`src/hdl/lexdfa_pkg.sv`:
```
// types, codes and lookup functions of the lexer automaton
`timescale 1ns / 1ps
`default_nettype none

package lexdfa_pkg;

   localparam logic [7:0] CH_TAB     = 8'h09;
   localparam logic [7:0] CH_LF      = 8'h0a;
   localparam logic [7:0] CH_CR      = 8'h0d;
   localparam logic [7:0] CH_SPACE   = 8'h20;
   localparam logic [7:0] CH_NOT     = 8'h21;
   localparam logic [7:0] CH_AND     = 8'h26;
   localparam logic [7:0] CH_LPAREN  = 8'h28;
   localparam logic [7:0] CH_RPAREN  = 8'h29;
   localparam logic [7:0] CH_TIMES   = 8'h2a;
   localparam logic [7:0] CH_PLUS    = 8'h2b;
   localparam logic [7:0] CH_MINUS   = 8'h2d;
   localparam logic [7:0] CH_DIVIDE  = 8'h2f;
   localparam logic [7:0] CH_DIGIT_0 = 8'h30;
   localparam logic [7:0] CH_DIGIT_9 = 8'h39;
   localparam logic [7:0] CH_SEMI    = 8'h3b;
   localparam logic [7:0] CH_LESS    = 8'h3c;
   localparam logic [7:0] CH_EQUAL   = 8'h3d;
   localparam logic [7:0] CH_GREATER = 8'h3e;
   localparam logic [7:0] CH_UPPER_A = 8'h41;
   localparam logic [7:0] CH_UPPER_Z = 8'h5a;
   localparam logic [7:0] CH_LOWER_A = 8'h61;
   localparam logic [7:0] CH_LOWER_Z = 8'h7a;
   localparam logic [7:0] CH_LCURLY  = 8'h7b;
   localparam logic [7:0] CH_OR      = 8'h7c;
   localparam logic [7:0] CH_RCURLY  = 8'h7d;
   localparam logic [7:0] CH_EOF     = 8'hff;

   typedef enum logic [4:0] {
      CL_BAD, CL_DIGIT, CL_LETTER, CL_BLANK, CL_NEWLINE, CL_PLUS, CL_MINUS,
      CL_LESS, CL_GREATER, CL_EQUAL, CL_TIMES, CL_DIVIDE, CL_SEMI, CL_LPAREN,
      CL_RPAREN, CL_LCURLY, CL_RCURLY, CL_NOT, CL_AND, CL_OR, CL_EOF
   } class_type;

   typedef enum logic [4:0] {
      ST_START, ST_DEAD, ST_INT, ST_IDENT, ST_PLUS, ST_PLUSEQ, ST_MINUS,
      ST_LESS, ST_LESSEQ, ST_INSERT, ST_GREATER, ST_GREATEQ, ST_ASSIGN,
      ST_EQUAL, ST_DIVIDE, ST_LINECMT, ST_TIMES, ST_EXPON, ST_BLKCMT,
      ST_CMTEND, ST_SEMI, ST_LPAREN, ST_RPAREN, ST_LCURLY, ST_RCURLY,
      ST_NOT, ST_NOTEQ, ST_EOF, ST_BADTOK, ST_OR, ST_AND
   } state_type;

   typedef enum logic [4:0] {
      TK_BAD, TK_LESS, TK_GREATER, TK_LESSEQ, TK_GREATEQ, TK_EQUAL,
      TK_INSERT, TK_ASSIGN, TK_PLUS, TK_MINUS, TK_PLUSEQ, TK_TIMES,
      TK_DIVIDE, TK_EXPON, TK_SEMI, TK_LPAREN, TK_RPAREN, TK_LCURLY,
      TK_RCURLY, TK_IDENT, TK_INT, TK_EOF, TK_NOTEQ, TK_OR, TK_AND
   } token_type;

   typedef struct packed {
      logic [4:0] token_before;
      logic [4:0] next_state;
      logic       dead_end;
      logic       unknown_byte;
   } result_type;

   function automatic class_type classify(input logic [7:0] c);
      class_type cl;
      case (c) inside
         [CH_DIGIT_0:CH_DIGIT_9]:                 cl = CL_DIGIT;
         [CH_UPPER_A:CH_UPPER_Z], [CH_LOWER_A:CH_LOWER_Z]: cl = CL_LETTER;
         CH_SPACE, CH_TAB:                         cl = CL_BLANK;
         CH_CR, CH_LF:                             cl = CL_NEWLINE;
         CH_PLUS:                                  cl = CL_PLUS;
         CH_MINUS:                                 cl = CL_MINUS;
         CH_LESS:                                  cl = CL_LESS;
         CH_GREATER:                               cl = CL_GREATER;
         CH_EQUAL:                                 cl = CL_EQUAL;
         CH_TIMES:                                 cl = CL_TIMES;
         CH_DIVIDE:                                cl = CL_DIVIDE;
         CH_SEMI:                                  cl = CL_SEMI;
         CH_LPAREN:                                cl = CL_LPAREN;
         CH_RPAREN:                                cl = CL_RPAREN;
         CH_LCURLY:                                cl = CL_LCURLY;
         CH_RCURLY:                                cl = CL_RCURLY;
         CH_NOT:                                   cl = CL_NOT;
         CH_AND:                                   cl = CL_AND;
         CH_OR:                                    cl = CL_OR;
         CH_EOF:                                   cl = CL_EOF;
         default:                                  cl = CL_BAD;
      endcase
      return cl;
   endfunction

   function automatic token_type token_of(input state_type st);
      token_type tk;
      case (st)
         ST_INT:      tk = TK_INT;
         ST_IDENT:    tk = TK_IDENT;
         ST_PLUS:     tk = TK_PLUS;
         ST_PLUSEQ:   tk = TK_PLUSEQ;
         ST_MINUS:    tk = TK_MINUS;
         ST_LESS:     tk = TK_LESS;
         ST_LESSEQ:   tk = TK_LESSEQ;
         ST_INSERT:   tk = TK_INSERT;
         ST_GREATER:  tk = TK_GREATER;
         ST_GREATEQ:  tk = TK_GREATEQ;
         ST_ASSIGN:   tk = TK_ASSIGN;
         ST_EQUAL:    tk = TK_EQUAL;
         ST_DIVIDE:   tk = TK_DIVIDE;
         ST_TIMES:    tk = TK_TIMES;
         ST_EXPON:    tk = TK_EXPON;
         ST_SEMI:     tk = TK_SEMI;
         ST_LPAREN:   tk = TK_LPAREN;
         ST_RPAREN:   tk = TK_RPAREN;
         ST_LCURLY:   tk = TK_LCURLY;
         ST_RCURLY:   tk = TK_RCURLY;
         ST_NOTEQ:    tk = TK_NOTEQ;
         ST_EOF:      tk = TK_EOF;
         ST_OR:       tk = TK_OR;
         ST_AND:      tk = TK_AND;
         default:     tk = TK_BAD;
      endcase
      return tk;
   endfunction

   function automatic state_type from_start(input class_type cl);
      state_type nx;
      case (cl)
         CL_BLANK, CL_NEWLINE: nx = ST_START;
         CL_DIGIT:             nx = ST_INT;
         CL_LETTER:            nx = ST_IDENT;
         CL_PLUS:              nx = ST_PLUS;
         CL_MINUS:             nx = ST_MINUS;
         CL_LESS:              nx = ST_LESS;
         CL_GREATER:           nx = ST_GREATER;
         CL_EQUAL:             nx = ST_ASSIGN;
         CL_DIVIDE:            nx = ST_DIVIDE;
         CL_TIMES:             nx = ST_TIMES;
         CL_SEMI:              nx = ST_SEMI;
         CL_LPAREN:            nx = ST_LPAREN;
         CL_RPAREN:            nx = ST_RPAREN;
         CL_LCURLY:            nx = ST_LCURLY;
         CL_RCURLY:            nx = ST_RCURLY;
         CL_NOT:               nx = ST_NOT;
         CL_EOF:               nx = ST_EOF;
         default:              nx = ST_DEAD;
      endcase
      return nx;
   endfunction

   function automatic state_type transition(input state_type st, input class_type cl);
      state_type nx;
      case (st)
         ST_START:   nx = from_start(cl);
         ST_INT:     nx = (cl == CL_DIGIT) ? ST_INT : ST_DEAD;
         ST_IDENT:   nx = (cl == CL_DIGIT || cl == CL_LETTER) ? ST_IDENT : ST_DEAD;
         ST_PLUS:    nx = (cl == CL_EQUAL) ? ST_PLUSEQ : ST_DEAD;
         ST_LESS:    nx = (cl == CL_EQUAL) ? ST_LESSEQ :
                          (cl == CL_LESS) ? ST_INSERT : ST_DEAD;
         ST_GREATER: nx = (cl == CL_EQUAL) ? ST_GREATEQ : ST_DEAD;
         ST_ASSIGN:  nx = (cl == CL_EQUAL) ? ST_EQUAL : ST_DEAD;
         ST_DIVIDE:  nx = (cl == CL_DIVIDE) ? ST_LINECMT :
                          (cl == CL_TIMES) ? ST_BLKCMT : ST_DEAD;
         ST_LINECMT: nx = (cl == CL_NEWLINE) ? ST_START : ST_LINECMT;
         ST_TIMES:   nx = (cl == CL_TIMES) ? ST_EXPON : ST_DEAD;
         ST_BLKCMT:  nx = (cl == CL_TIMES) ? ST_CMTEND : ST_BLKCMT;
         ST_CMTEND:  nx = (cl == CL_DIVIDE) ? ST_START :
                          (cl == CL_TIMES) ? ST_CMTEND : ST_BLKCMT;
         ST_NOT:     nx = (cl == CL_EQUAL) ? ST_NOTEQ : ST_DEAD;
         default:    nx = ST_DEAD;
      endcase
      return nx;
   endfunction

endpackage

`default_nettype wire

```
`src/hdl/lexdfa_step.sv`:
```
// combinational step of the lexer automaton for one byte
`timescale 1ns / 1ps
`default_nettype none

module lexdfa_step (
   input  wire lexdfa_pkg::state_type  cur_state,
   input  wire logic [7:0]             char_code,
   input  wire logic                   start_new_token,
   output lexdfa_pkg::result_type      result,
   output lexdfa_pkg::state_type       new_state
);

   lexdfa_pkg::state_type base_state;
   lexdfa_pkg::class_type char_class;
   lexdfa_pkg::state_type moved_state;

   always_comb begin
      base_state  = start_new_token ? lexdfa_pkg::ST_START : cur_state;
      char_class  = lexdfa_pkg::classify(char_code);
      moved_state = lexdfa_pkg::transition(base_state, char_class);
      // unknown byte keeps the state
      if (char_class == lexdfa_pkg::CL_BAD) begin
         new_state = base_state;
      end else begin
         new_state = moved_state;
      end
      result.token_before = lexdfa_pkg::token_of(base_state);
      result.next_state   = new_state;
      result.unknown_byte = (char_class == lexdfa_pkg::CL_BAD);
      result.dead_end     = (char_class != lexdfa_pkg::CL_BAD) &&
                            (moved_state == lexdfa_pkg::ST_DEAD);
   end

endmodule

`default_nettype wire

```
`src/hdl/lexer_token_dfa_unit.sv`:
```
// top level of the table-driven lexer automaton
// Usage:
//   req channel: one source byte per word (req_char_code, 255 = end of file)
//   with req_start_new_token to restart from the start state first.
//   rsp channel: one word per byte: token type of the state before the
//   step, the new state, a dead-end flag and an unknown-byte flag.
//   Path: the accepting edge loads the input register; the word then
//   moves to the result register, which raises rsp_valid, when that is free.
//   Throughput: 1 byte per cycle while rsp_ready holds high; the lexer
//   state register updates as each word moves from the input register to the
//   result register, so class decode plus transition lookup sets the cycle.
//   Reset: the lexer state returns to start and both registers empty.
//   Stall: when rsp_ready is low the result register holds its word, the
//   input register fills, and req_ready drops until rsp_ready returns;
//   no word is lost or repeated.
`timescale 1ns / 1ps
`default_nettype none

module lexer_token_dfa_unit (
   input  wire logic       clock,
   input  wire logic       reset,
   input  wire logic       req_valid,
   output logic            req_ready,
   input  wire logic [7:0] req_char_code,
   input  wire logic       req_start_new_token,
   output logic            rsp_valid,
   input  wire logic       rsp_ready,
   output logic [4:0]      rsp_token_before,
   output logic [4:0]      rsp_next_state,
   output logic            rsp_dead_end,
   output logic            rsp_unknown_byte
);

   logic                   in_valid_ff;
   logic                   in_valid_in;
   logic [7:0]             in_char_ff;
   logic                   in_start_ff;
   lexdfa_pkg::state_type  state_ff;
   lexdfa_pkg::state_type  state_in;
   logic                   rsp_valid_ff;
   logic                   rsp_valid_in;
   lexdfa_pkg::result_type rsp_word_ff;
   lexdfa_pkg::result_type step_word;
   lexdfa_pkg::state_type  step_state;
   logic                   out_free;
   logic                   advance;
   logic                   req_take;

   lexdfa_step u_step (
      .cur_state       (state_ff),
      .char_code       (in_char_ff),
      .start_new_token (in_start_ff),
      .result          (step_word),
      .new_state       (step_state)
   );

   assign out_free  = !rsp_valid_ff || rsp_ready;
   assign advance   = in_valid_ff && out_free;
   assign req_ready = !in_valid_ff || out_free;
   assign req_take  = req_valid && req_ready;

   always_comb begin
      in_valid_in  = req_take ? 1'b1 : (advance ? 1'b0 : in_valid_ff);
      rsp_valid_in = advance ? 1'b1 : (rsp_ready ? 1'b0 : rsp_valid_ff);
      state_in     = advance ? step_state : state_ff;
   end

   always_ff @(posedge clock) begin
      if (reset) begin
         in_valid_ff  <= 1'b0;
         rsp_valid_ff <= 1'b0;
         state_ff     <= lexdfa_pkg::ST_START;
      end else begin
         in_valid_ff  <= in_valid_in;
         rsp_valid_ff <= rsp_valid_in;
         state_ff     <= state_in;
      end
   end

   always_ff @(posedge clock) begin
      if (req_take) begin
         in_char_ff  <= req_char_code;
         in_start_ff <= req_start_new_token;
      end
      if (advance) begin
         rsp_word_ff <= step_word;
      end
   end

   assign rsp_valid        = rsp_valid_ff;
   assign rsp_token_before = rsp_word_ff.token_before;
   assign rsp_next_state   = rsp_word_ff.next_state;
   assign rsp_dead_end     = rsp_word_ff.dead_end;
   assign rsp_unknown_byte = rsp_word_ff.unknown_byte;

   // state register tracks the state of the last word sent out
   assert property (@(posedge clock) disable iff (reset)
      advance |=> (state_ff == lexdfa_pkg::state_type'(rsp_next_state)))
      else $error("lexer state differs from last reported next state");

   assert property (@(posedge clock) disable iff (reset)
      (rsp_valid && rsp_dead_end) |->
         (rsp_next_state == lexdfa_pkg::ST_DEAD && !rsp_unknown_byte))
      else $error("dead end word without dead state");

   // a held input word moves on when the result register is empty
   assert property (@(posedge clock) disable iff (reset)
      (in_valid_ff && !rsp_valid) |=> rsp_valid)
      else $error("input word not moved to result register");

endmodule

`default_nettype wire

```
`config.mk`:
```
export PLATFORM = sky130hd
export DESIGN_NAME = lexer_token_dfa_unit
export DESIGN_NICKNAME = d
export VERILOG_FILES = /design/src/hdl/lexdfa_pkg.sv /design/src/hdl/lexdfa_step.sv /design/src/hdl/lexer_token_dfa_unit.sv
export SDC_FILE = /design/constraint.sdc
export NUM_CORES = 1
export LEC_CHECK = 0
export BUFFER_PORTS_ARGS = -buffer_cell sky130_fd_sc_hd__buf_2
export CORE_MARGIN = 8
export CORE_UTILIZATION = 47
export DETAILED_ROUTE_END_ITERATION = 7
export PLACE_DENSITY = 0.71
export SLEW_MARGIN = 10
export SYNTH_ARGS = -nofsm -noshare
export SYNTH_HDL_FRONTEND = slang
export SYNTH_SLANG_ARGS = --single-unit
export TNS_END_PERCENT = 10
```
`constraint.sdc`:
```
create_clock -name clock -period 4.6 [get_ports clock]
set_input_delay 0.23 -clock clock [delete_from_list [all_inputs] [get_ports clock]]
set_output_delay 0.23 -clock clock [all_outputs]
set_load 0.03 [all_outputs]
```
# Yosys cells after proc, flatten, opt, wreduce, memory -nomap -nowiden
# Memory sizes are Yosys's and may differ from the RTL's. A register that Yosys moved wholly into a read port is not among the register bits.
# Index checks and enable logic that the tools add are counted.
[classes]
n_lt_le_gt_ge = 6
n_eq_ne = 40
mux = 41
n_reduce_logical = 19
[ops]
columns = ["operator", "n"]
rows = [
  ["two-way mux 5 bit", 28],
  ["equality test 8 x 6 -> 1 bit, second input constant", 13],
  ["one-hot mux 5 bit (13 select lines)", 1],
  ["equality test 5 x 4 -> 1 bit, second input constant", 7],
  ["equality test 8 x 4 -> 1 bit, second input constant", 3],
  ["equality test 8 x 7 -> 1 bit, second input constant", 3],
  ["equality test 5 x 3 -> 1 bit, second input constant", 4],
  ["equality test 5 bit, second input constant", 4],
  [">= comparator 8 x 7 -> 1 bit, second input constant", 2],
  ["<= comparator 8 x 7 -> 1 bit, second input constant", 2],
  ["two-way mux 4 bit", 4],
  ["equality test 5 x 2 -> 1 bit, second input constant", 3],
  ["equality test 5 x 1 -> 1 bit, second input constant", 2],
  ["zero test 5 bit", 2],
  ["equality test 8 bit, second input constant", 1],
  [">= comparator 8 x 6 -> 1 bit, second input constant", 1],
  ["<= comparator 8 x 6 -> 1 bit, second input constant", 1],
  ["logical AND 1 bit", 6],
  ["OR reduction 2 bit", 3],
  ["two-way mux 1 bit", 5],
  ["nonzero test 5 bit", 1],
  ["two-way mux 2 bit", 2],
  ["nonzero test 2 bit", 2],
  ["logical OR 1 bit", 3],
  ["2 further kinds", 3],
]
[totals]
register_bits = 23
mem_bits_ro = 320
input_bits = 13
out_inout_bits = 14
elab_cells = 116
n_memories = 2
[memory_table]
columns = ["name", "depth", "width", "read_ports", "rd_ports_with_merged_regs", "write_ports", "line_no", "text"]
rows = [
  ["(no name shown)", 32, 5, 1, 0, 0, "lexdfa_pkg.sv:124", "case (cl)"],
  ["(no name shown)", 32, 5, 1, 1, 0, "lexdfa_pkg.sv:92", "case (st)"],
]

# Depth between registers and ports, before layout
# Gate-level depths: netlist (run 1).
[depth]
ltp_word = 27
depth_mapped = 15
mapped_depth_nobuf = 13

# Cells and area by module
# From an unflattened synthesis (run 1), not the netlist that was laid out.
[hier_totals]
cells_unflattened = 331
area_unflattened_um2 = 2722.6
[by_module_without_submodules]
columns = ["module", "instances", "cells_per_inst", "area_per_inst_um2", "seq_area_each_um2"]
rows = [
  ["lexdfa_step", 1, 278, 1776.7, 0.0],
  ["lexer_token_dfa_unit", 1, 53, 945.9, 770.7],
]

# Worst setup path after synthesis (run 1)
# No wires, ideal clock.
[synth_path]
path_kind = "register to register"
from = "register in_char_ff[7]"
to = "register rsp_word_ff (netlist bit rsp_dead_end), data pin"
setup_ns = 0.169
arrival_time_ns = 2.976
required_time_ns = 4.431
setup_slack_ns = 1.455
stages_incl_launch_ff = 13
path_buffers = 1
synth_period_minus_slack_ns = 3.145
path_cell_list = "edfxtp_1 buf_6 nor3b_4 or4b_4 o41a_1 and2_4 ha_1 nor4bb_1 o21ai_0 o211ai_1 a221o_1 or3_4 nor4b_2"
[synth_rtl]
columns = ["item", "line_no", "text"]
rows = [
  ["from (decl)", "lexer_token_dfa_unit.sv:36", "logic [7:0] in_char_ff;"],
  ["from (signal assigned)", "lexer_token_dfa_unit.sv:82", "in_char_ff <= req_char_code;"],
  ["to (signal assigned)", "lexer_token_dfa_unit.sv:86", "rsp_word_ff <= step_word;"],
  ["to (decl)", "lexer_token_dfa_unit.sv:42", "lexdfa_pkg::result_type rsp_word_ff;"],
]

# Worst setup path in the final report (run 1)
[layout_path]
from = "register in_char_ff[2]"
to = "register rsp_word_ff (netlist bit rsp_next_state[0]), data pin"
[layout_between]
elab_chain_cells = 26
elab_cells_between_ends = 69
cone_classes = "6 x order compare; 25 x eq/ne; 30 x mux; 7 x reduce/logical; 1 x memory"
[layout_lines]
columns = ["item", "line_no", "text"]
rows = [
  ["equality test 8 bit", "lexdfa_step.sv:19", "char_class = lexdfa_pkg::classify(char_code);"],
  ["two-way mux 5 bit (19 in series)", "lexdfa_pkg.sv:64", "case (c) inside"],
  ["two-way mux 5 bit (*)", "lexdfa_pkg.sv:64", ""],
  ["branches (longest 4 deep; another with memory (32 x 5 bit))", "--", ""],
  ["two-way mux 5 bit (*)", "lexdfa_step.sv:22", "if (char_class == lexdfa_pkg::CL_BAD) begin"],
  ["net step_state[0]", "lexer_token_dfa_unit.sv:44", "lexdfa_pkg::state_type step_state;"],
]
# Mark *: on every way through the listed nets, which the timed path passes.
# A chain may end at the register's enable or synchronous reset.

==> impl_results.md, run 1 <==
* Die height at 91.2 um
* Status: complete, no violations
* IO Count at 27
* Worst-margin pin slew at 819 ps
* Synth async-reset ratio at 0%
* # setup viols final at 0
* LEAKAGE at 1.02 nW
* Syn Nets at 330
* Met1 GRT Util at 20.0%
* Syn Inst Count at 307
* VDD IR max at 0.171 mV
* Initial Util at 48.5%
* Die area at 8310 sq um
* Fin Clk Skew at 14.0 ps
* Top FF cell, synth: edfxtp_1
* Dpl cells at 380
* Hold Worst Slack at 121 ps
* CP max FO at 16
* Setup Buffers After CTS at 0
* GPL Wtd Cong at 0.983
* Synth warn at 0
* Detail Placement HPWL at 4860 um
* Rel. slew slack at 45.3%
* DR WL/cell at 17.4 um
* Final worst path period need at 3740 ps
* Distinct cells, synth at 73
* CP Data Required Time at 4620 ps
* Mapped cell area at 2660 sq um
* Vias per cell at 6.50
* GRT overflow at 0
* Min-delay worst type: in2reg
* P&R area growth vs syn at 6.64%
* Post-synth EDFFs at 21
* Vias in the first global route at 2,361
* CTS resizes at 0
* Final hold violations at 0
* TritonRoute pass-1 iters at 5
* Fraction of layout cells with a size suffix above 1 at 15.7%
* CTS tree: done
* Core area at 5470 sq um
* RSZ-0062 raised after global routing: false
* CTS root buf: clkbuf_8
* Iter 0 DRT Violations at 282
* Final Max Slew Viols at 0
* Worst-Skew Late Latency at 290 ps
* CP Data Arrival Time at 3770 ps
* Largest net degree at the start of global routing at 26
* Mapped Avg Cell Area at 8.65 sq um
* Seq/Total Area, Yosys at 29.0%
* Setup tns final at 0 ps
* GR Layer Usage met2 at 25.0%
* GR Util met3 at 4.36%
* Clock sinks at 28
* Crit. End Element: flop
* Die W at 91.2 um
* H-Tree Depth at 1
* Max-capacitance violation count at 0
* Pwr Density at 227 nW/um^2
* Yosys reg bits at 28
* Fmax at 0.267 GHz
* Busiest layer in global routing: met2
* # rows at 27
* Setup Crit Path Kind: reg2reg
* TritonCTS Buffers at 3
* Count of hold-fix buffers inserted at cts at 0
* Final wirelength at 6690 um
* Global-route wire length before repair at 11,100 um
* Initial antenna violation count at 0
* Nets at 336
* PortBufs at 26
* Clock transition at path regs at 110 ps
* DR vias at 2,497
* Fin crit share at 81.4%
* Critical Path Start Type: flop
* ANT nets after route at 0
* DRC Markers at 0
* Diodes inserted at 0
* Clk buf depth at 2
* Top cell type's share of synthesized area at 23.7%
* Top cell type by total area after synthesis: edfxtp_1
* Global Route Usage Sum at 15.7%
* Top cells by area, synth: edfxtp_1 (24%), dfxtp_1 (5.3%), ha_1 (4.7%)
* Final non-filler cell total at 384
## worst paths after layout
| path | slack [ps] | endpoint | startpoint | cells after the start |
|---|---|---|---|---|
| hold / removal | 120 | in_char_ff[2]$_DFFE_PP_ | req_char_code[2] | 1 |
| hold reg to reg | 520 | rsp_valid$_SDFFE_PP0P_ | in_valid_ff$_SDFFE_PP0P_ | 2 |
| setup reg to reg | 860 | rsp_next_state[0]$_DFFE_PP_ | in_char_ff[2]$_DFFE_PP_ | 11 |
| setup / recovery | 860 | rsp_next_state[0]$_DFFE_PP_ | in_char_ff[2]$_DFFE_PP_ | 11 |
## logic make-up after synthesis
| group | after synthesis | share of synthesized area, % |
|---|---|---|
| compound gates | 89 | 24.9 |
| simple gates | 125 | 29.3 |
| mux | 8 | 3.49 |
| xor+xnor | 5 | 1.65 |
| flops | 28 | 29.0 |
| buf+inv | 42 | 6.88 |
| fa+ha+maj | 10 | 4.71 |
## stage by stage
stage | total power, mW | cell area, sq um | utilization (%) | setup WS, ps
after floorplan | 0.414 | 2660 | - | 1460
after global placement | 0.445 | 2760 | 50.5 | 989
after detailed placement | 0.446 | 2760 | 50.5 | 920
after CTS | 0.639 | 2830 | 51.8 | 925
after global routing | 0.667 | 2830 | 51.8 | 680
final | 0.643 | 2830 | 51.8 | 857
## cell type report
class | instances | area [sq um]
fillers | 510 | 2640
repair buffers | 27 | 138
clock buffers | 3 | 41.3
flip-flops and latches | 28 | 771
clock inverters | 1 | 30.0
inverters | 16 | 60.1
multi-input cells | 237 | 1700
well taps | 72 | 90.1
## state kept, by name, indices dropped and copies added, names as in the netlist
register	count
rsp_token_before	5
rsp_unknown_byte	1
rsp_dead_end	1
rsp_valid	1
in_valid_ff	1
in_char_ff	8
in_start_ff	1
rsp_next_state	5
state_ff	5
## synth_stat cells (all sizes together) (4+ instances only)
| cell | n |
|---|---|
| nand4 | 4 |
| a211oi | 6 |
| nand2 | 21 |
| clkbuf | 11 |
| o211ai | 10 |
| o21a | 5 |
| and3 | 6 |
| a21oi | 14 |
| mux2i | 7 |
| o21ai | 16 |
| nand3 | 8 |
| o32ai | 4 |
| inv | 15 |
| dfxtp | 7 |
| edfxtp | 21 |
| ha | 10 |
| nor4b | 5 |
| o221ai | 4 |
| nor3b | 4 |
| nand4b | 4 |
| nor2 | 23 |
| a31oi | 4 |
| nor3 | 9 |
| nand2b | 7 |
| and2 | 8 |
| buf | 15 |
| xnor2 | 5 |
| or3 | 4 |
| nor4 | 6 |
| nor2b | 7 |
## layer usage
layer,share of wire (%),up-vias
li1,-,1179
met1,45,1179
met2,45,129
met3,8.2,10
met4,1.6,0
met5,0,-
## layout by cell type (no fill, tap or decap), types with 6 or more instances in the layout
cell and instances:
edfxtp_1 21, mux2i_1 7, nor2_1 23, nand3_1 8, ha_1 10, nor3_1 9, a211oi_1 6, nand2b_1 7
o211ai_1 10, inv_1 14, o21ai_0 15, a21oi_1 14, nor2b_1 7, nand2_1 20, dfxtp_1 7, and2_1 6
buf_2 26
## critical path, cell delays in order (launching register included)
cell	delay, ps
edfxtp_1	620
nor3b_1	580
o211ai_1	220
o211a_1	200
and2_4	170
inv_1	90
ha_1	250
nand3_1	160
o2111ai_1	220
o221ai_1	150
nor4_1	660
a21oi_1	170
## where the power goes
part	switching, mW	internal [mW]
sequential	0.0241	0.287
clock	0.0833	0.117
combinational	0.0798	0.0516
total	0.187	0.456
No activity file was read; power rests on OpenSTA's default activity.
==> run 2: changes to the inputs <==
==> constraint.sdc (replaced) <==
create_clock -name clock -period 3.7 [get_ports clock]
set_input_delay 0.185 -clock clock [delete_from_list [all_inputs] [get_ports clock]]
set_output_delay 0.185 -clock clock [all_outputs]
set_load 0.03 [all_outputs]
==> run 2 against run 1 <==
Combinational power increased by 42%; critical endpoint is now rsp_dead_end$_DFFE_PP_; sequential power increased by 21%; highest routed layer unchanged; first-iteration DRC count increased by 28%; clock power increased by 7%.
==> impl_results.md, run 2 (synthesized netlist as in run 1, its figures left out) <==
* Initial antenna violation count at 0 (unchanged)
* CTS root buf: clkbuf_8
* Diodes inserted at 0 (unchanged)
* Crit path cell chain: nor3b_4 -> or4b_4 -> o41a_1 -> and2_4 -> ha_1 -> nor4bb_2 -> o21ai_0 -> o211ai_1 -> a221o_1 -> or3_4 -> nor4b_2
* Nets at 348 (+3.6%)
* Clock transition at path regs at 100 ps (about the same)
* Die height at 91.2 um (unchanged)
* Final worst path period need at 3540 ps (-198 ps)
* Clock sinks at 28 (unchanged)
* GPL Wtd Cong at 0.987 (+0.40%)
* Fin crit share at 95.8% (+14 points)
* ANT nets after route at 0 (unchanged)
* Global-route wire length before repair at 10,800 um (-2.7%)
* Count of hold-fix buffers inserted at cts at 0 (unchanged)
* Detail Placement HPWL at 4860 um (-0.13%)
* Crit path launch: in_char_ff[6]$_DFFE_PP_
* Fin worst setup slack at 155 ps (-702 ps)
* Vias in the first global route at 2,222 (-5.9%)
* DR WL/cell at 16.7 um (-3.9%)
* Min-delay worst type: in2reg
* Largest net degree at the start of global routing at 24 (-7.7%)
* Final hold violations at 0 (unchanged)
* Final wirelength at 6630 um (-0.91%)
* Most frequent cells in the layout: buf_2 (26), nor2_1 (23), edfxtp_1 (21)
* Rel. slew slack at 46.4% (+1.1 points)
* Max reg flops at 8 (unchanged)
* CTS tree: done
* Die area at 8310 sq um (unchanged)
* Slowest stage cell, crit path: edfxtp_1
* Hold Crit Start: req_char_code[3]
* Fin Clk Skew at 10.2 ps (-3.74 ps)
* PortBufs at 26 (unchanged)
* Fill cell count at 517 (+1.4%)
* Final non-filler cell total at 396 (+3.1%)
* DR vias at 2,508 (+0.44%)
* TritonCTS Buffers at 3 (unchanged)
* Initial Util at 48.5% (unchanged)
* Setup Crit Path Kind: reg2reg
* TritonRoute pass-1 iters at 5 (unchanged)
* VDD IR max at 0.207 mV (+21%)
* H-Tree Depth at 1 (unchanged)
* Hold Worst Slack at 81.4 ps (-39.4 ps)
* Global Route Usage Sum at 15.3% (-0.44 points)
* Fmax at 0.282 GHz (+5.6%)
* Commonest non-fill, non-tap cell in the layout: buf_2
* Core area at 5470 sq um (unchanged)
* Crit path buf inv count at 0 (-1)
* Critical path's largest stage delay at 570 ps (-90 ps)
* Fraction of layout cells with a size suffix above 1 at 19.4% (+3.7 points)
* Worst r2r src: in_char_ff[6]$_DFFE_PP_
* Max-capacitance violation count at 0 (unchanged)
* P&R area growth vs syn at 10.3%
* CP max FO at 11 (-5)
* Critical Path Start Type: flop
* Iter 0 DRT Violations at 360 (+28%)
* Worst-margin pin slew at 803 ps (-16.2 ps)
* # setup viols final at 0 (unchanged)
* Biggest register: in_char_ff
* DRC Markers at 0 (unchanged)
* Pwr Density at 265 nW/um^2 (+17%)
* GRT overflow at 0 (unchanged)
* Final Max Slew Viols at 0 (unchanged)
* Clk buf depth at 2 (unchanged)
* # rows at 27 (unchanged)
* Vias per cell at 6.33 (-2.6%)
* LEAKAGE at 1.08 nW (+5.7%)
* CP Data Arrival Time at 3660 ps (-110 ps)
* Crit. End Element: flop
* Dpl cells at 387 (+1.8%)
* CP Data Required Time at 3820 ps (-800 ps)
* Status: complete, no violations
* Die W at 91.2 um (unchanged)
* CP delay by family, top: simple AND/OR/NAND/NOR gates
* IO Count at 27 (unchanged)
* RSZ-0062 raised after global routing: true
* Worst-Skew Late Latency at 280 ps (about the same)
* Pre-CTS WS at 207 ps (-714 ps)
## run 2: cell count changes in the layout (fill, tap and decap cells not counted)
| cell | previous run | this run |
|---|---|---|
| nor4bb_2 | 0 | 1 |
| bufinv_16 | 1 | 0 |
| nor3b_2 | 0 | 1 |
| buf_4 | 1 | 13 |
| clkbuf_16 | 0 | 1 |
| nor3b_1 | 3 | 2 |
| nor4bb_1 | 3 | 2 |
## run 2: final cells by class
class / count / area, sq um / area share (%)
inverter: 16 / 60.1 / 2.05
clock buffer: 4 / 66.3 / 2.26
tap: 72 / 90.1 / 3.08
multi-input combinational: 237 / 1710 / 58.5
sequential: 28 / 771 / 26.3
timing repair buffer: 39 / 228 / 7.77
## run 2: timing repair
item	CTS	global route
gates resized for setup	0	2
endpoints found under the setup margin	0	2
endpoints found under the hold margin	0	0
buffers inserted	0	5
## run 2: where the power goes
part / total (mW) / switching, mW / leakage, nW / internal, mW
Combinational: 0.186 / 0.112 / 0.785 / 0.0742
Clock: 0.214 / 0.0962 / 0.0339 / 0.118
Sequential: 0.376 / 0.0186 / 0.259 / 0.357
## run 2: routing by layer
layer  routed length (um)  track usage, %  part of all wire [%]  vias up
met1                 3060            21.9                    46     1163
met3                  528            2.80                   8.0       11
met2                 3000            23.6                    45      122
li1                     -               -                     -     1212
met4                   45            2.32                  0.68        0
met5                    0               0                     0        -
## run 2: path summary, 6_finish.rpt
path / to / slack [ps] / cells past startpoint
hold / removal: in_char_ff[3]$_DFFE_PP_ / 80 / 1
setup reg to reg: rsp_dead_end$_DFFE_PP_ / 160 / 11
hold reg to reg: rsp_valid$_SDFFE_PP0P_ / 520 / 2
setup / recovery: rsp_dead_end$_DFFE_PP_ / 160 / 11
## run 2: per-stage QoR
stage | area (sq um) | power [mW] | utilization (%) | TNS [ps]
2_1_floorplan | 2660 | 0.515 | - | 0
3_3_place_gp | 2810 | 0.559 | 51.4 | 0
3_5_place_dp | 2810 | 0.561 | 51.4 | 0
4_1_cts | 2880 | 0.773 | 52.6 | 0
5_1_grt | 2930 | 0.812 | 53.5 | -9.73
6_report | 2930 | 0.776 | 53.5 | 0
==> run 3: changes to the inputs <==
--- a/config.mk
+++ b/config.mk
@@ -10,6 +10,7 @@
 export CORE_UTILIZATION = 47
 export DETAILED_ROUTE_END_ITERATION = 7
 export PLACE_DENSITY = 0.71
+export RECOVER_POWER = 25
 export SLEW_MARGIN = 10
 export SYNTH_ARGS = -nofsm -noshare
 export SYNTH_HDL_FRONTEND = slang
==> run 3 against run 2 <==
Global-route usage is the same; critical path type unchanged; first-iteration DRC count shrank 6.9%; clock power is essentially flat; core utilization shrank 0.091 points; via count shrank 1.6%; largest power group unchanged; combinational power is essentially flat; final cell count is the same; hold slack gained 0.59 ps.
==> impl_results.md, run 3 (synthesized netlist as in run 1, its figures left out) <==
* Status: complete, no violations
* Fin crit share at 96.4% (+0.64 points)
* Diodes inserted at 0 (unchanged)
* CTS root buf: clkbuf_8
* DR WL/cell at 16.5 um (-1.2%)
* Setup Crit Path Kind: reg2reg
* Vias in the first global route at 2,222 (unchanged)
* Die W at 91.2 um (unchanged)
* Initial Util at 48.5% (unchanged)
* Fin Clk Skew at 9.77 ps (-0.438 ps)
* PortBufs at 26 (unchanged)
* # rows at 27 (unchanged)
* Clk network pwr share at 27.5% (about the same)
* Crit path cell chain: nor3b_4 -> or4b_4 -> o41a_1 -> and2_4 -> ha_1 -> nor4bb_2 -> o21ai_0 -> o211ai_1 -> a221o_1 -> or3_4 -> nor4b_2
* Final non-filler cell total at 396 (unchanged)
* Nets at 348 (unchanged)
* LEAKAGE at 1.07 nW (-1.0%)
* Core Util, Final at 53.4% (-0.091 points)
* Worst r2r src: in_char_ff[6]$_DFFE_PP_
* Switching Fraction at 29.2% (-0.053 points)
* Worst-margin pin slew at 779 ps (-23.8 ps)
* Setup tns final at 0 ps (unchanged)
* GR Util met3 at 2.80% (unchanged)
* Busiest layer in global routing: met2
* Largest net degree at the start of global routing at 24 (unchanged)
* Reg2Reg Depth at 11 (unchanged)
* Vias per cell at 6.23 (-1.6%)
* TritonRoute pass-1 iters at 4 (-1)
* Tot Pwr at 775 uW (-0.21%)
* Rel. slew slack at 48.0% (+1.6 points)
* Clock sinks at 28 (unchanged)
* Most frequent cells in the layout: nor2_1 (23), buf_2 (22), edfxtp_1 (21)
* Die height at 91.2 um (unchanged)
* RSZ-0062 raised after global routing: true
* Crit. End Element: flop
* CP Data Arrival Time at 3680 ps (+20 ps)
* Dpl cells at 387 (unchanged)
* Detail Placement HPWL at 4860 um (unchanged)
* Pre-CTS WS at 207 ps (unchanged)
* Iter 0 DRT Violations at 335 (-6.9%)
* VDD IR max at 0.207 mV (about the same)
* Net Switching at 226 uW (-0.39%)
* Sequential group share of total power at 48.5% (about the same)
* Fraction of layout cells with a size suffix above 1 at 18.2% (-1.2 points)
* Critical path's largest stage delay at 570 ps (about the same)
* GRT overflow at 0 (unchanged)
* Clk buf depth at 2 (unchanged)
* Max reg flops at 8 (unchanged)
* H-Tree Depth at 1 (unchanged)
* Design Area, Final at 2920 sq um (-0.17%)
* Critical Path Start Type: flop
* CP max FO at 11 (unchanged)
* Pwr Density at 265 nW/um^2 (about the same)
* Max-capacitance violation count at 0 (unchanged)
* Post-placement cell area at 2810 sq um (unchanged)
* Final hold violations at 0 (unchanged)
* P&R area growth vs syn at 10.1%
* Global Route Usage Sum at 15.3% (unchanged)
* Count of hold-fix buffers inserted at cts at 0 (unchanged)
* Min-delay worst type: in2reg
* Final Max Slew Viols at 0 (unchanged)
* Slowest stage cell, crit path: edfxtp_1
* Hold Worst Slack at 82.0 ps (+0.588 ps)
* ANT nets after route at 0 (unchanged)
* Commonest non-fill, non-tap cell in the layout: nor2_1
* CP Data Required Time at 3810 ps (about the same)
* Biggest register: in_char_ff
* Fin worst setup slack at 131 ps (-23.5 ps)
* Initial antenna violation count at 0 (unchanged)
* Worst-Skew Late Latency at 280 ps (about the same)
* Final worst path period need at 3570 ps (+23.5 ps)
* Clock transition at path regs at 100 ps (about the same)
* Die area at 8310 sq um (unchanged)
* IO Count at 27 (unchanged)
* Core area at 5470 sq um (unchanged)
* Crit path launch: in_char_ff[6]$_DFFE_PP_
* DR vias at 2,467 (-1.6%)
* # setup viols final at 0 (unchanged)
* Fmax at 0.280 GHz (-0.66%)
* Internal power at 548 uW (-0.13%)
* Global-route wire length before repair at 10,800 um (unchanged)
* Met1 GRT Util at 21.9% (unchanged)
* GR Layer Usage met2 at 23.6% (unchanged)
* CTS tree: done
* GPL Wtd Cong at 0.987 (unchanged)
* Final wirelength at 6550 um (-1.2%)
* TritonCTS Buffers at 3 (unchanged)
* DRC Markers at 0 (unchanged)
* Hold Crit Start: req_char_code[3]
* Hold Crit Depth at 1 (unchanged)
* Comb power frac at 23.9% (about the same)
==> run 3: worst max-delay path: cells and delay by family (launching register included) <==
| kind | cells | cell delay [ps] |
|---|---|---|
| simple gates | 6 | 1760 |
| flops | 1 | 570 |
| fa+ha+maj | 1 | 250 |
| compound gates | 4 | 800 |
==> run 3: final timing paths <==
check / end / slack, ps
worst max-delay path: rsp_dead_end$_DFFE_PP_ / 130
worst min-delay path: in_char_ff[3]$_DFFE_PP_ / 80
worst max register to register: rsp_dead_end$_DFFE_PP_ / 130
worst min register to register: rsp_valid$_SDFFE_PP0P_ / 520
==> run 3: power by group through the flow <==
stage | logic (mW) | registers, mW | clock network [mW]
finish | 0.185 | 0.376 | 0.213
detailed placement | 0.176 | 0.385 | 0
global route | 0.203 | 0.379 | 0.230
CTS | 0.177 | 0.378 | 0.218
global placement | 0.175 | 0.384 | 0
floorplan | 0.127 | 0.388 | 0
==> run 3: area by class of cell <==
| class | instances | area, sq um |
|---|---|---|
| Fill cell | 518 | 2550 |
| Multi-Input combinational cell | 237 | 1710 |
| Sequential cell | 28 | 771 |
| Timing Repair Buffer | 39 | 223 |
| Tap cell | 72 | 90.1 |
| Clock buffer | 4 | 66.3 |
| Inverter | 16 | 60.1 |
==> run 3: what timing repair did <==
action	4_1_cts	5_1_grt
resized for setup	0	2
endpoints found under the setup margin	0	2
buffers inserted	0	5
==> run 3: metal layers <==
metal	up-vias	wire [um]
met1	1144	3050
met4	0	21
met5	-	0
met2	103	2930
met3	4	548
li1	1216	-
